**src/hw/rtl/cqs_pkg.sv**
```systemverilog
package cqs_pkg;

  localparam int DEPTH_DEF = 16;
  localparam int CAP_W     = 5;
  localparam int CMD_W     = 3;
  localparam int DATA_W    = 32;
  localparam int STATUS_W  = 2;

  typedef enum logic [CMD_W-1:0] {
    CMD_ENQ,
    CMD_DEQ,
    CMD_PEEK,
    CMD_SEARCH,
    CMD_CLEAR
  } cmd_t;

  typedef enum logic [STATUS_W-1:0] {
    ST_OK,
    ST_FULL,
    ST_EMPTY,
    ST_NOTFOUND
  } status_t;

  typedef enum logic [1:0] {
    S_IDLE,
    S_WALK,
    S_FIN
  } state_t;

endpackage

```
**src/hw/rtl/cqs_cell.sv**
```systemverilog
module cqs_cell #(
  parameter int  IDX     = 0,
  parameter int  PW      = 1,
  parameter int  XW      = 2,
  parameter type probe_t = logic,
  parameter type wave_t  = logic
) (
  input  logic                        clk,
  input  logic                        wr_en,
  input  logic [PW-1:0]               wr_slot,
  input  logic [cqs_pkg::DATA_W-1:0]  wr_data,
  input  probe_t                      probe,
  input  wave_t                       wave_in,
  output wave_t                       wave_out
);

  logic [cqs_pkg::DATA_W-1:0] data;
  logic [XW-1:0]              me;
  logic                       hit;
  logic                       in_up;
  logic                       in_lo;
  wave_t                      wave_next;

  assign me = XW'(IDX);

  always_comb begin
    hit       = probe.match_all || (data == probe.key);
    in_up     = (me >= probe.head) && (me < probe.up_hi);
    in_lo     = (me < probe.lo_hi);
    wave_next = wave_in;
    if (!wave_in.uf && in_up && hit) begin
      wave_next.uf = 1'b1;
      wave_next.us = PW'(IDX);
      wave_next.ud = data;
    end
    if (!wave_in.lf && in_lo && hit) begin
      wave_next.lf = 1'b1;
      wave_next.ls = PW'(IDX);
    end
  end

  always_ff @(posedge clk) begin
    if (wr_en && (wr_slot == PW'(IDX))) begin
      data <= wr_data;
    end
    wave_out <= wave_next;
  end

endmodule

```
**src/hw/rtl/circular_queue_with_search_core.sv**
```systemverilog
// enqueue, clear, unknown command, and dequeue or peek on an empty queue: request goes to
// S_FIN; search, and dequeue or peek on a held entry: S_WALK first, one pass of the probe
// through the row of DEPTH slot cells; result registered from S_FIN once output is free
// one request in flight at a time: the next is taken once the last has left S_FIN,
// also while the result still waits; slot contents are not cleared by reset
// synchronous reset clears pointers, count, control and output valid, sets capacity to DEPTH
module circular_queue_with_search_core #(
  parameter int DEPTH = cqs_pkg::DEPTH_DEF
) (
  input  logic                                clk,
  input  logic                                rst,
  input  logic                                cfg_wr_en,
  input  logic [cqs_pkg::CAP_W-1:0]           cfg_wr_data,
  input  logic                                in_valid,
  output logic                                in_stall,
  input  logic [cqs_pkg::CMD_W-1:0]           command,
  input  logic signed [cqs_pkg::DATA_W-1:0]   value,
  output logic                                out_valid,
  input  logic                                out_stall,
  output logic [cqs_pkg::STATUS_W-1:0]        status,
  output logic signed [cqs_pkg::DATA_W-1:0]   data_out,
  output logic [$clog2(DEPTH)-1:0]            match_slot,
  output logic [$clog2(DEPTH+1)-1:0]          entry_count,
  output logic                                is_empty,
  output logic                                is_full
);

  localparam int PW = $clog2(DEPTH);
  localparam int CW = $clog2(DEPTH+1);
  localparam int RW = (CW > cqs_pkg::CAP_W) ? CW : cqs_pkg::CAP_W;
  localparam int XW = RW + 1;

  typedef struct packed {
    logic [cqs_pkg::DATA_W-1:0] key;
    logic                       match_all;
    logic [XW-1:0]              head;
    logic [XW-1:0]              up_hi;
    logic [XW-1:0]              lo_hi;
  } probe_t;

  typedef struct packed {
    logic                       uf;
    logic [PW-1:0]              us;
    logic [cqs_pkg::DATA_W-1:0] ud;
    logic                       lf;
    logic [PW-1:0]              ls;
  } wave_t;

  cqs_pkg::state_t  state, state_next;
  cqs_pkg::cmd_t    cmd_in;
  cqs_pkg::cmd_t    cmd_q;
  logic [cqs_pkg::DATA_W-1:0] value_q;
  logic [RW-1:0]    capacity;
  logic [XW-1:0]    eff_cap;
  logic [PW-1:0]    head, head_next;
  logic [PW-1:0]    tail, tail_next;
  logic [CW-1:0]    held, held_next;
  logic [PW-1:0]    walk_cnt, walk_cnt_next;
  logic             accept;
  logic             wr_en;
  logic             load_out;
  probe_t           probe, probe_next;
  wave_t            wave [DEPTH+1];

  logic [XW-1:0]    head_x, cnt_x, up_end, up_len, up_take, up_hi, rem, lo_hi;

  cqs_pkg::status_t           res_status;
  logic [cqs_pkg::DATA_W-1:0] res_data;
  logic [PW-1:0]              res_slot;

  function automatic logic [PW-1:0] advance(input logic [PW-1:0] p, input logic [XW-1:0] cap);
    logic [XW-1:0] n;
    n = XW'(p) + XW'(1);
    advance = (n >= cap) ? '0 : PW'(n);
  endfunction

  assign cmd_in   = cqs_pkg::cmd_t'(command);
  assign in_stall = (state != cqs_pkg::S_IDLE);
  assign accept   = in_valid && !in_stall;

  always_comb begin
    if (capacity == '0) begin
      eff_cap = XW'(1);
    end else if (XW'(capacity) > XW'(DEPTH)) begin
      eff_cap = XW'(DEPTH);
    end else begin
      eff_cap = XW'(capacity);
    end
  end

  // held entries split into the run from head up to the wrap point and the run from slot 0
  always_comb begin
    head_x  = XW'(head);
    cnt_x   = XW'(held);
    up_end  = (head_x < eff_cap) ? eff_cap : head_x + XW'(1);
    up_len  = up_end - head_x;
    up_take = (cnt_x < up_len) ? cnt_x : up_len;
    up_hi   = head_x + up_take;
    rem     = cnt_x - up_take;
    lo_hi   = (rem < eff_cap) ? rem : eff_cap;

    probe_next.key  = value;
    probe_next.head = head_x;
    if (cmd_in == cqs_pkg::CMD_SEARCH) begin
      probe_next.match_all = 1'b0;
      probe_next.up_hi     = up_hi;
      probe_next.lo_hi     = lo_hi;
    end else begin
      probe_next.match_all = 1'b1;
      probe_next.up_hi     = head_x + XW'(1);
      probe_next.lo_hi     = '0;
    end
  end

  always_comb begin
    state_next    = state;
    head_next     = head;
    tail_next     = tail;
    held_next     = held;
    walk_cnt_next = walk_cnt;
    wr_en         = 1'b0;
    load_out      = 1'b0;
    res_status    = cqs_pkg::ST_OK;
    res_data      = '0;
    res_slot      = '0;
    case (state)
      cqs_pkg::S_IDLE: begin
        if (in_valid) begin
          walk_cnt_next = '0;
          case (cmd_in)
            cqs_pkg::CMD_SEARCH: state_next = cqs_pkg::S_WALK;
            cqs_pkg::CMD_DEQ, cqs_pkg::CMD_PEEK: begin
              state_next = (held == '0) ? cqs_pkg::S_FIN : cqs_pkg::S_WALK;
            end
            default: state_next = cqs_pkg::S_FIN;
          endcase
        end
      end
      cqs_pkg::S_WALK: begin
        walk_cnt_next = walk_cnt + PW'(1);
        if (walk_cnt == PW'(DEPTH-1)) begin
          state_next = cqs_pkg::S_FIN;
        end
      end
      cqs_pkg::S_FIN: begin
        if (!out_valid || !out_stall) begin
          load_out   = 1'b1;
          state_next = cqs_pkg::S_IDLE;
          case (cmd_q)
            cqs_pkg::CMD_ENQ: begin
              if (XW'(held) >= eff_cap) begin
                res_status = cqs_pkg::ST_FULL;
              end else begin
                wr_en     = 1'b1;
                held_next = held + CW'(1);
                tail_next = advance(tail, eff_cap);
              end
            end
            cqs_pkg::CMD_DEQ: begin
              if (held == '0) begin
                res_status = cqs_pkg::ST_EMPTY;
              end else begin
                res_data  = wave[DEPTH].ud;
                held_next = held - CW'(1);
                head_next = advance(head, eff_cap);
              end
            end
            cqs_pkg::CMD_PEEK: begin
              if (held == '0) begin
                res_status = cqs_pkg::ST_EMPTY;
              end else begin
                res_data = wave[DEPTH].ud;
              end
            end
            cqs_pkg::CMD_SEARCH: begin
              if (wave[DEPTH].uf) begin
                res_slot = wave[DEPTH].us;
              end else if (wave[DEPTH].lf) begin
                res_slot = wave[DEPTH].ls;
              end else begin
                res_status = cqs_pkg::ST_NOTFOUND;
              end
            end
            cqs_pkg::CMD_CLEAR: begin
              head_next = '0;
              tail_next = '0;
              held_next = '0;
            end
            default: begin
            end
          endcase
        end
      end
      default: state_next = cqs_pkg::S_IDLE;
    endcase
  end

  always_ff @(posedge clk) begin
    if (rst) begin
      state     <= cqs_pkg::S_IDLE;
      head      <= '0;
      tail      <= '0;
      held      <= '0;
      walk_cnt  <= '0;
      capacity  <= RW'(DEPTH);
      out_valid <= 1'b0;
    end else begin
      state    <= state_next;
      head     <= head_next;
      tail     <= tail_next;
      held     <= held_next;
      walk_cnt <= walk_cnt_next;
      if (cfg_wr_en) begin
        capacity <= RW'(cfg_wr_data);
      end
      if (load_out) begin
        out_valid <= 1'b1;
      end else if (!out_stall) begin
        out_valid <= 1'b0;
      end
    end
  end

  always_ff @(posedge clk) begin
    if (accept) begin
      cmd_q   <= cmd_in;
      value_q <= value;
      probe   <= probe_next;
    end
    if (load_out) begin
      status      <= res_status;
      data_out    <= res_data;
      match_slot  <= res_slot;
      entry_count <= held_next;
      is_empty    <= (held_next == '0);
      is_full     <= (XW'(held_next) >= eff_cap);
    end
  end

  assign wave[0] = '0;

  for (genvar i = 0; i < DEPTH; i++) begin : g_cell
    cqs_cell #(
      .IDX     (i),
      .PW      (PW),
      .XW      (XW),
      .probe_t (probe_t),
      .wave_t  (wave_t)
    ) u_cell (
      .clk      (clk),
      .wr_en    (wr_en),
      .wr_slot  (tail),
      .wr_data  (value_q),
      .probe    (probe),
      .wave_in  (wave[i]),
      .wave_out (wave[i+1])
    );
  end

endmodule

```
**config.mk**
```make
export PLATFORM = sky130hd
export DESIGN_NAME = circular_queue_with_search_core
export DESIGN_NICKNAME = d
export VERILOG_FILES = /design/src/hw/rtl/cqs_pkg.sv /design/src/hw/rtl/cqs_cell.sv /design/src/hw/rtl/circular_queue_with_search_core.sv
export SDC_FILE = /design/constraint.sdc
export NUM_CORES = 2
export LEC_CHECK = 0
export BUFFER_PORTS_ARGS = -buffer_cell sky130_fd_sc_hd__buf_4
export CAP_MARGIN = 20
export CORE_MARGIN = 4
export CORE_UTILIZATION = 60
export DETAILED_ROUTE_END_ITERATION = 8
export PLACE_DENSITY = 0.78
export SYNTH_ARGS = -nofsm -noshare
export SYNTH_HDL_FRONTEND = slang
export SYNTH_SLANG_ARGS = --single-unit
```
**constraint.sdc**
```tcl
create_clock -name clk -period 21 [get_ports clk]
set_clock_uncertainty 0.1 [all_clocks]
set_input_delay 1.05 -clock clk [delete_from_list [all_inputs] [get_ports clk]]
set_output_delay 1.05 -clock clk [all_outputs]
set_load 0.01 [all_outputs]
```
# [Word-level counts from Yosys, hierarchy flattened]
# Cells that the tools add are included.
[op_classes] eq_ne=47 add_sub_neg=8 n_lt_le_gt_ge=56 n_mux=58 reduce_logical=164 n_bitwise=3
[ops] operator="equality test 32 bit" n=16
[ops] operator="two-way mux 32 bit" n=15
[ops] operator="< comparator 4 x 6 -> 1 bit, first input constant" n=16
[ops] operator="logical AND 1 bit" n=95
[ops] operator="< comparator 3 x 6 -> 1 bit, first input constant" n=8
[ops] operator="two-way mux 37 bit" n=1
[ops] operator="equality test 4 bit, second input constant" n=9
[ops] operator="two-way mux 5 bit" n=7
[ops] operator="zero test 1 bit" n=33
[ops] operator=">= comparator 4 bit, first input constant" n=8
[ops] operator="two-way mux 4 bit" n=7
[ops] operator=">= comparator 5 x 6 -> 1 bit" n=4
[ops] operator="< comparator 1 x 6 -> 1 bit, first input constant" n=4
[ops] operator="< comparator 2 x 6 -> 1 bit, first input constant" n=4
[ops] operator="case mux 4 bit (2 select lines)" n=3
[ops] operator="two-way mux 6 bit" n=3
[ops] operator="logical OR 1 bit" n=17
[ops] operator="equality test 4 x 3 -> 1 bit, second input constant" n=4
[ops] operator=">= comparator 3 x 4 -> 1 bit, first input constant" n=4
[ops] operator="zero test 5 bit" n=3
[ops] operator="case mux 5 bit (3 select lines)" n=1
[ops] operator="two-way mux 2 bit" n=7
[ops] operator="equality test 3 x 2 -> 1 bit, second input constant" n=4
[ops] operator="two-way mux 12 bit" n=1
[ops] operator="other kinds (34)" n=62
[totals] output_inout_bits=47 ff_bits=1306

# [Logic depth before layout (Yosys ltp)]
[logic_depth] word_depth=12 depth_mapped=35

# [Hierarchy]
# From an unflattened synthesis, not the netlist that was laid out.
[unflattened] cells_unflattened=6016 hier_area_um2=62926.6
[by_module_without_submodules] module="circular_queue_with_search_core" cells_each=528 n_inst=1 area_per_inst_um2=6251.0 seq_area_each_um2=3413.3
[by_module_without_submodules] module="cqs_cell at g_cell[5].u_cell" cells_each=360 n_inst=1 area_per_inst_um2=3752.3 seq_area_each_um2=1801.7
[by_module_without_submodules] module="cqs_cell at g_cell[10].u_cell" cells_each=400 n_inst=1 area_per_inst_um2=3734.8 seq_area_each_um2=1801.7
[by_module_without_submodules] module="cqs_cell at g_cell[12].u_cell" cells_each=362 n_inst=1 area_per_inst_um2=3686.0 seq_area_each_um2=1801.7
[by_module_without_submodules] module="cqs_cell at g_cell[6].u_cell" cells_each=363 n_inst=1 area_per_inst_um2=3679.8 seq_area_each_um2=1801.7
[by_module_without_submodules] module="cqs_cell at g_cell[14].u_cell" cells_each=362 n_inst=1 area_per_inst_um2=3678.5 seq_area_each_um2=1801.7
[by_module_without_submodules] module="cqs_cell at g_cell[15].u_cell" cells_each=360 n_inst=1 area_per_inst_um2=3674.8 seq_area_each_um2=1801.7
[by_module_without_submodules] module="cqs_cell at g_cell[11].u_cell" cells_each=361 n_inst=1 area_per_inst_um2=3672.3 seq_area_each_um2=1801.7
[by_module_without_submodules] module="cqs_cell at g_cell[2].u_cell" cells_each=400 n_inst=1 area_per_inst_um2=3651.0 seq_area_each_um2=1801.7
[by_module_without_submodules] module="cqs_cell at g_cell[8].u_cell" cells_each=363 n_inst=1 area_per_inst_um2=3649.8 seq_area_each_um2=1801.7
[by_module_without_submodules] module="cqs_cell at g_cell[9].u_cell" cells_each=362 n_inst=1 area_per_inst_um2=3629.7 seq_area_each_um2=1801.7
[by_module_without_submodules] module="cqs_cell at g_cell[1].u_cell" cells_each=363 n_inst=1 area_per_inst_um2=3624.7 seq_area_each_um2=1801.7
[by_module_without_submodules] module="cqs_cell at g_cell[0].u_cell" cells_each=364 n_inst=1 area_per_inst_um2=3612.2 seq_area_each_um2=1801.7
[by_module_without_submodules] module="cqs_cell at g_cell[13].u_cell" cells_each=361 n_inst=1 area_per_inst_um2=3604.7 seq_area_each_um2=1801.7
[by_module_without_submodules] module="+3 rows"

# [Worst setup path before layout]
# OpenSTA, ideal clock, no wires.
[synth_path] kind="register to register" from="register capacity[4]" to="register, netlist name probe[0]" n_path_buf=1 t_required_ns=20.625 arrival_time_ns=6.403 setup_slack_ns=14.222 stages_incl_launch_ff=31 path_cell_list="dfxtp_1 > inv_1 > nand2_1 > ha_1 > a21oi_1 > o21ai_0 > a21oi_1 > or2_0 > mux2_2 > fa_1 > a21o_1 > a21oi_1 > xnor2_1 > inv_1 > ha_1 > nand2_1 > a21oi_1 > a211oi_1 > a21oi_1 > clkbuf_1 > mux2i_1 > ha_1 > fa_1 > o21ai_0 > a21oi_1 > xnor2_1 > ha_1 > a2111oi_0 > a21oi_1 > a21oi_1 > mux2i_1"
[synth_via] elab_chain_cells=11 elab_cells_between_ends=12
[synth_rtl] element="from (decl)" line="circular_queue_with_search_core.sv:53" rtl="logic [RW-1:0] capacity;"
[synth_rtl] element="from (signal assigned)" line="circular_queue_with_search_core.sv:205" rtl="capacity <= RW'(DEPTH);"
[synth_rtl] element="from (signal assigned)" line="circular_queue_with_search_core.sv:214" rtl="capacity <= RW'(cfg_wr_data);"
[synth_rtl] element="greater-than comparator 5 bit" line="circular_queue_with_search_core.sv:84" rtl="end else if (XW'(capacity) > XW'(DEPTH)) begin"
[synth_rtl] element="two-way mux 5 bit" line="circular_queue_with_search_core.sv:84"
[synth_rtl] element="two-way mux 5 bit *" line="circular_queue_with_search_core.sv:82" rtl="if (capacity == '0) begin"
[synth_rtl] element="< comparator 4 x 6 -> 1 bit" line="circular_queue_with_search_core.sv:95" rtl="up_end = (head_x < eff_cap) ? eff_cap : head_x + XW'(1);"
[synth_rtl] element="two-way mux 6 bit" line="circular_queue_with_search_core.sv:95"
[synth_rtl] element="subtractor 6 x 4 -> 6 bit" line="circular_queue_with_search_core.sv:96" rtl="up_len = up_end - head_x;"
[synth_rtl] element="< comparator 5 x 6 -> 1 bit" line="circular_queue_with_search_core.sv:97" rtl="up_take = (cnt_x < up_len) ? cnt_x : up_len;"
[synth_rtl] element="two-way mux 6 bit" line="circular_queue_with_search_core.sv:97"
[synth_rtl] element="subtractor 5 x 6 -> 6 bit" line="circular_queue_with_search_core.sv:99" rtl="rem = cnt_x - up_take;"
[synth_rtl] element="< comparator 6 bit" line="circular_queue_with_search_core.sv:100" rtl="lo_hi = (rem < eff_cap) ? rem : eff_cap;"
[synth_rtl] element="two-way mux 6 bit *" line="circular_queue_with_search_core.sv:100"
# Mark *: on every way between the ends. The rest lies on a longest branch, timed or not.
# A chain may end at the register's enable or synchronous reset.

# [Worst setup path in the final report]
[layout_path] from="register capacity[4]" to="register, netlist name probe[3]"
[layout_via] elab_chain_cells=11 elab_cells_between_ends=12
[layout_rtl] element="greater-than comparator 5 bit" line="circular_queue_with_search_core.sv:84"
[layout_rtl] element="two-way mux 5 bit" line="circular_queue_with_search_core.sv:84"
[layout_rtl] element="two-way mux 5 bit *" line="circular_queue_with_search_core.sv:82"
[layout_rtl] element="< comparator 4 x 6 -> 1 bit" line="circular_queue_with_search_core.sv:95"
[layout_rtl] element="two-way mux 6 bit" line="circular_queue_with_search_core.sv:95"
[layout_rtl] element="subtractor 6 x 4 -> 6 bit" line="circular_queue_with_search_core.sv:96"
[layout_rtl] element="< comparator 5 x 6 -> 1 bit" line="circular_queue_with_search_core.sv:97"
[layout_rtl] element="two-way mux 6 bit" line="circular_queue_with_search_core.sv:97"
[layout_rtl] element="subtractor 5 x 6 -> 6 bit" line="circular_queue_with_search_core.sv:99"
[layout_rtl] element="< comparator 6 bit" line="circular_queue_with_search_core.sv:100"
[layout_rtl] element="two-way mux 6 bit *" line="circular_queue_with_search_core.sv:100"
# Marked as above.

==> results.yml <==
finish:
  antennaDiodeCount: 0
  fill_cells: 5416
  regArea_mm2: 0.0316
  multi_input_area_mm2: 0.0156
  final_nets: 3490
  layout_commonest_cell: "dfxtp_1"
  final_cell_mix: "667 x dfxtp_1, 609 x edfxtp_1, 519 x xnor2_1, 385 x mux2_2, 165 x buf_4"
  syn_to_final_growth_pct: 11.7
  drive_gt1_frac: 0.259
  fin_area_mm2: 0.0542
  utilization: 0.674
synth:
  yosysTopAreaCellShare: 0.377
  synth_area_mm2: 0.0485
  ys_async_sr_fraction: 0
  yosysSeqAreaShare: 0.652
  syn_inst: 3241
  synth-edff-count: 609
  synth.distinct_cells: 78
  ys_ff_latch: 1276
  yosysTopAreaCell: "edfxtp_1"
  syn_nets: 3343
  synth_area_leaders: "edfxtp_1 38%, dfxtp_1 28%, xnor2_1 9.4%, mux2_2 8.9%, nand4_1 1.7%"
  avgSynthCellArea_um2: 15.0
  ys.flop_type: "dfxtp_1"
  yosysWarningCount: 0
outcome:
  status: "finished clean"
clock_tree:
  ctsHoldBuffers: 0
  insertion_delay_ps: 690
  cts_root_buf: "clkbuf_16"
  cts.repair.resized: 0
  cts.sinks: 1276
  clk_pin_slew_ps: 60
  tritoncts: "done"
  cts_max_path_buffers: 3
  htree_levels: 3
  post-cts-setup-buffer-count: 0
  numCtsBuffers: 120
worst_setup_path:
  slowest_delay_ps: 720
  worstPathArrival_ps: 8470
  critical_path_class: "reg2reg"
  cpMostUsedCell: "a21oi_1"
  endpoint_kind: "register"
  critical_path.startpoint_type: "register"
  critPathSlowestCell: "a21oi_1"
  cp_max_fo: 11
  worst-endpoint-required_ps: 21300
run:
  cap_viol_max_count: 0
sta:
  finalSetupViolCount: 0
  tns_ps: 0
  rsz0062_at_grt: "false"
  fmax_mhz: 122
  min_period_over_period: 0.389
  tightest_slew_ps: 977
  max_slew_margin: 0.343
  slew_viol_final: 0
  period_minus_slack_ps: 8170
  hold_viol: 0
power_and_ir_drop:
  leakage_nw: 19.5
  irDropWorstVdd_uv: 76.4
  power_density_mw_per_mm2: 109
global_route:
  grt_overflow: 0
  grt_pass1_vias: 26980
  groute.usage.overall: 0.245
  grt_first_pass_wirelength_um: 162000
  antenna_found_initial: 3
  grt_max_degree: 54
drt:
  drt-pass1-iter-count: 5
  drc: 0
  wl_per_cell_um: 23.1
  vias_per_cell: 5.57
  wl_um: 105000
  vias: 25377
  drt_iter0_drc: 1698
  antenna_left: 0
die:
  die-area_mm2: 0.0855
  ioPinCount: 92
  initial_core_util: 0.604
  die_x_um: 292
  fp.dieH_um: 292
  core-area_mm2: 0.0804
  rows: 104
placed_design:
  port-buffer-count: 91
  placed_area_mm2: 0.0500
  place_congestion: 0.860
  hpwl_um: 73000
min_path:
  hold_class: "reg2reg"
==> logic make-up after synthesis <==
| group | count (synthesis) | share of synthesized area |
|---|---|---|
| xor gates and xnor gates | 526 | 0.0952 |
| DFF | 1276 | 0.652 |
| and+or+nand+nor | 529 | 0.0651 |
| buffers and inverters | 177 | 0.0276 |
| muxes | 499 | 0.119 |
| AOI/OAI and AO/OA | 176 | 0.0256 |
| adders and majority gates | 57 | 0.0152 |
| other | 1 | 0.0000772 |
==> Yosys cell counts, drive strengths merged, types with 2 or more instances <==
cell type,instances
o21a,6
nor3,22
xor2,5
a21boi,4
and2,88
fa,3
a32oi,2
buf,114
inv,37
edfxtp,609
nor3b,2
nand4b,2
o211ai,5
nand2,44
a31oi,8
mux2i,14
or2,54
nand3,12
a21oi,62
a211oi,5
o31ai,4
clkbuf,25
o21bai,3
o21ai,29
a211o,11
nor2b,24
or3,7
nor4,36
a2111oi,7
a22oi,7
dfxtp,667
a21o,13
nand2b,41
xnor2,521
and3,8
nand4,133
ha,54
nor4b,2
mux2,485
nor2,50
or4,2
==> worst paths after layout <==
kind | start | to | slack [ps] | cells after the start
max | capacity[4]$_SDFFE_PP1P_ | probe[3]$_SDFFCE_PN0P_ | 12830 | 29
max reg2reg | capacity[4]$_SDFFE_PP1P_ | probe[3]$_SDFFCE_PN0P_ | 12830 | 29
min reg2reg | g_cell[13].u_cell.wave_out[2]$_SDFF_PP1_ | g_cell[14].u_cell.wave_out[2]$_SDFF_PP1_ | 300 | 1
min | g_cell[13].u_cell.wave_out[2]$_SDFF_PP1_ | g_cell[14].u_cell.wave_out[2]$_SDFF_PP1_ | 300 | 1
==> metrics by stage <==
stage / cells / hold WS (ps) / setup WS (ps) / power, W
floorplan: 3241 / 284 / 14220 / 0.00353
global placement: 4325 / 291 / 12830 / 0.00370
detailed placement: 4326 / 292 / 12880 / 0.00371
CTS: 4555 / 305 / 12820 / 0.00595
global route: 4555 / 317 / 11960 / 0.00613
finish: 4555 / 299 / 12830 / 0.00591
==> layout make-up <==
cell class                 count  share of cell area
sequential                  1276               0.584
multi-input combinational   1788               0.289
clock buffer                 171              0.0661
tap                         1060              0.0245
timing repair buffer         165              0.0228
clock inverter                58              0.0119
inverter                      37             0.00256
==> metal layers <==
layer,global-route usage,part of all wire,vias up
li1,-,-,11853
met1,0.307,0.40,12598
met2,0.426,0.50,694
met3,0.0325,0.041,232
met4,0.112,0.050,0
met5,0,0,-
==> flip-flops by register name (all words and copies together), names as in the netlist <==
signal,count
entry_count,5
g_cell.u_cell.data,512
is_empty,1
status,2
data_out,32
cmd_q,3
walk_cnt,4
match_slot,4
state,2
head,4
held,5
out_valid,1
g_cell.u_cell.wave_out,642
capacity,5
tail,4
probe,49
is_full,1
==> critical path: cells and delay by family (launching register included) <==
kind	cells	cell delay [ps]
flip-flops	1	430
XOR/XNOR	2	440
AO/OA/AOI/OAI	13	3070
multiplexers	3	860
AND/OR/NAND/NOR	3	700
adder cells (fa/ha/maj)	6	2020
buffers and inverters	2	250
==> power breakdown <==
part / total (W) / leakage [nW] / switching [W] / internal, W
clock: 0.00224 / 2.10 / 0.000914 / 0.00133
sequential: 0.00305 / 11.1 / 0.000109 / 0.00294
combinational: 0.000624 / 6.30 / 0.000289 / 0.000335
total: 0.00591 / 19.5 / 0.00131 / 0.00460
Note: power is estimated with default switching activity, not from simulation.
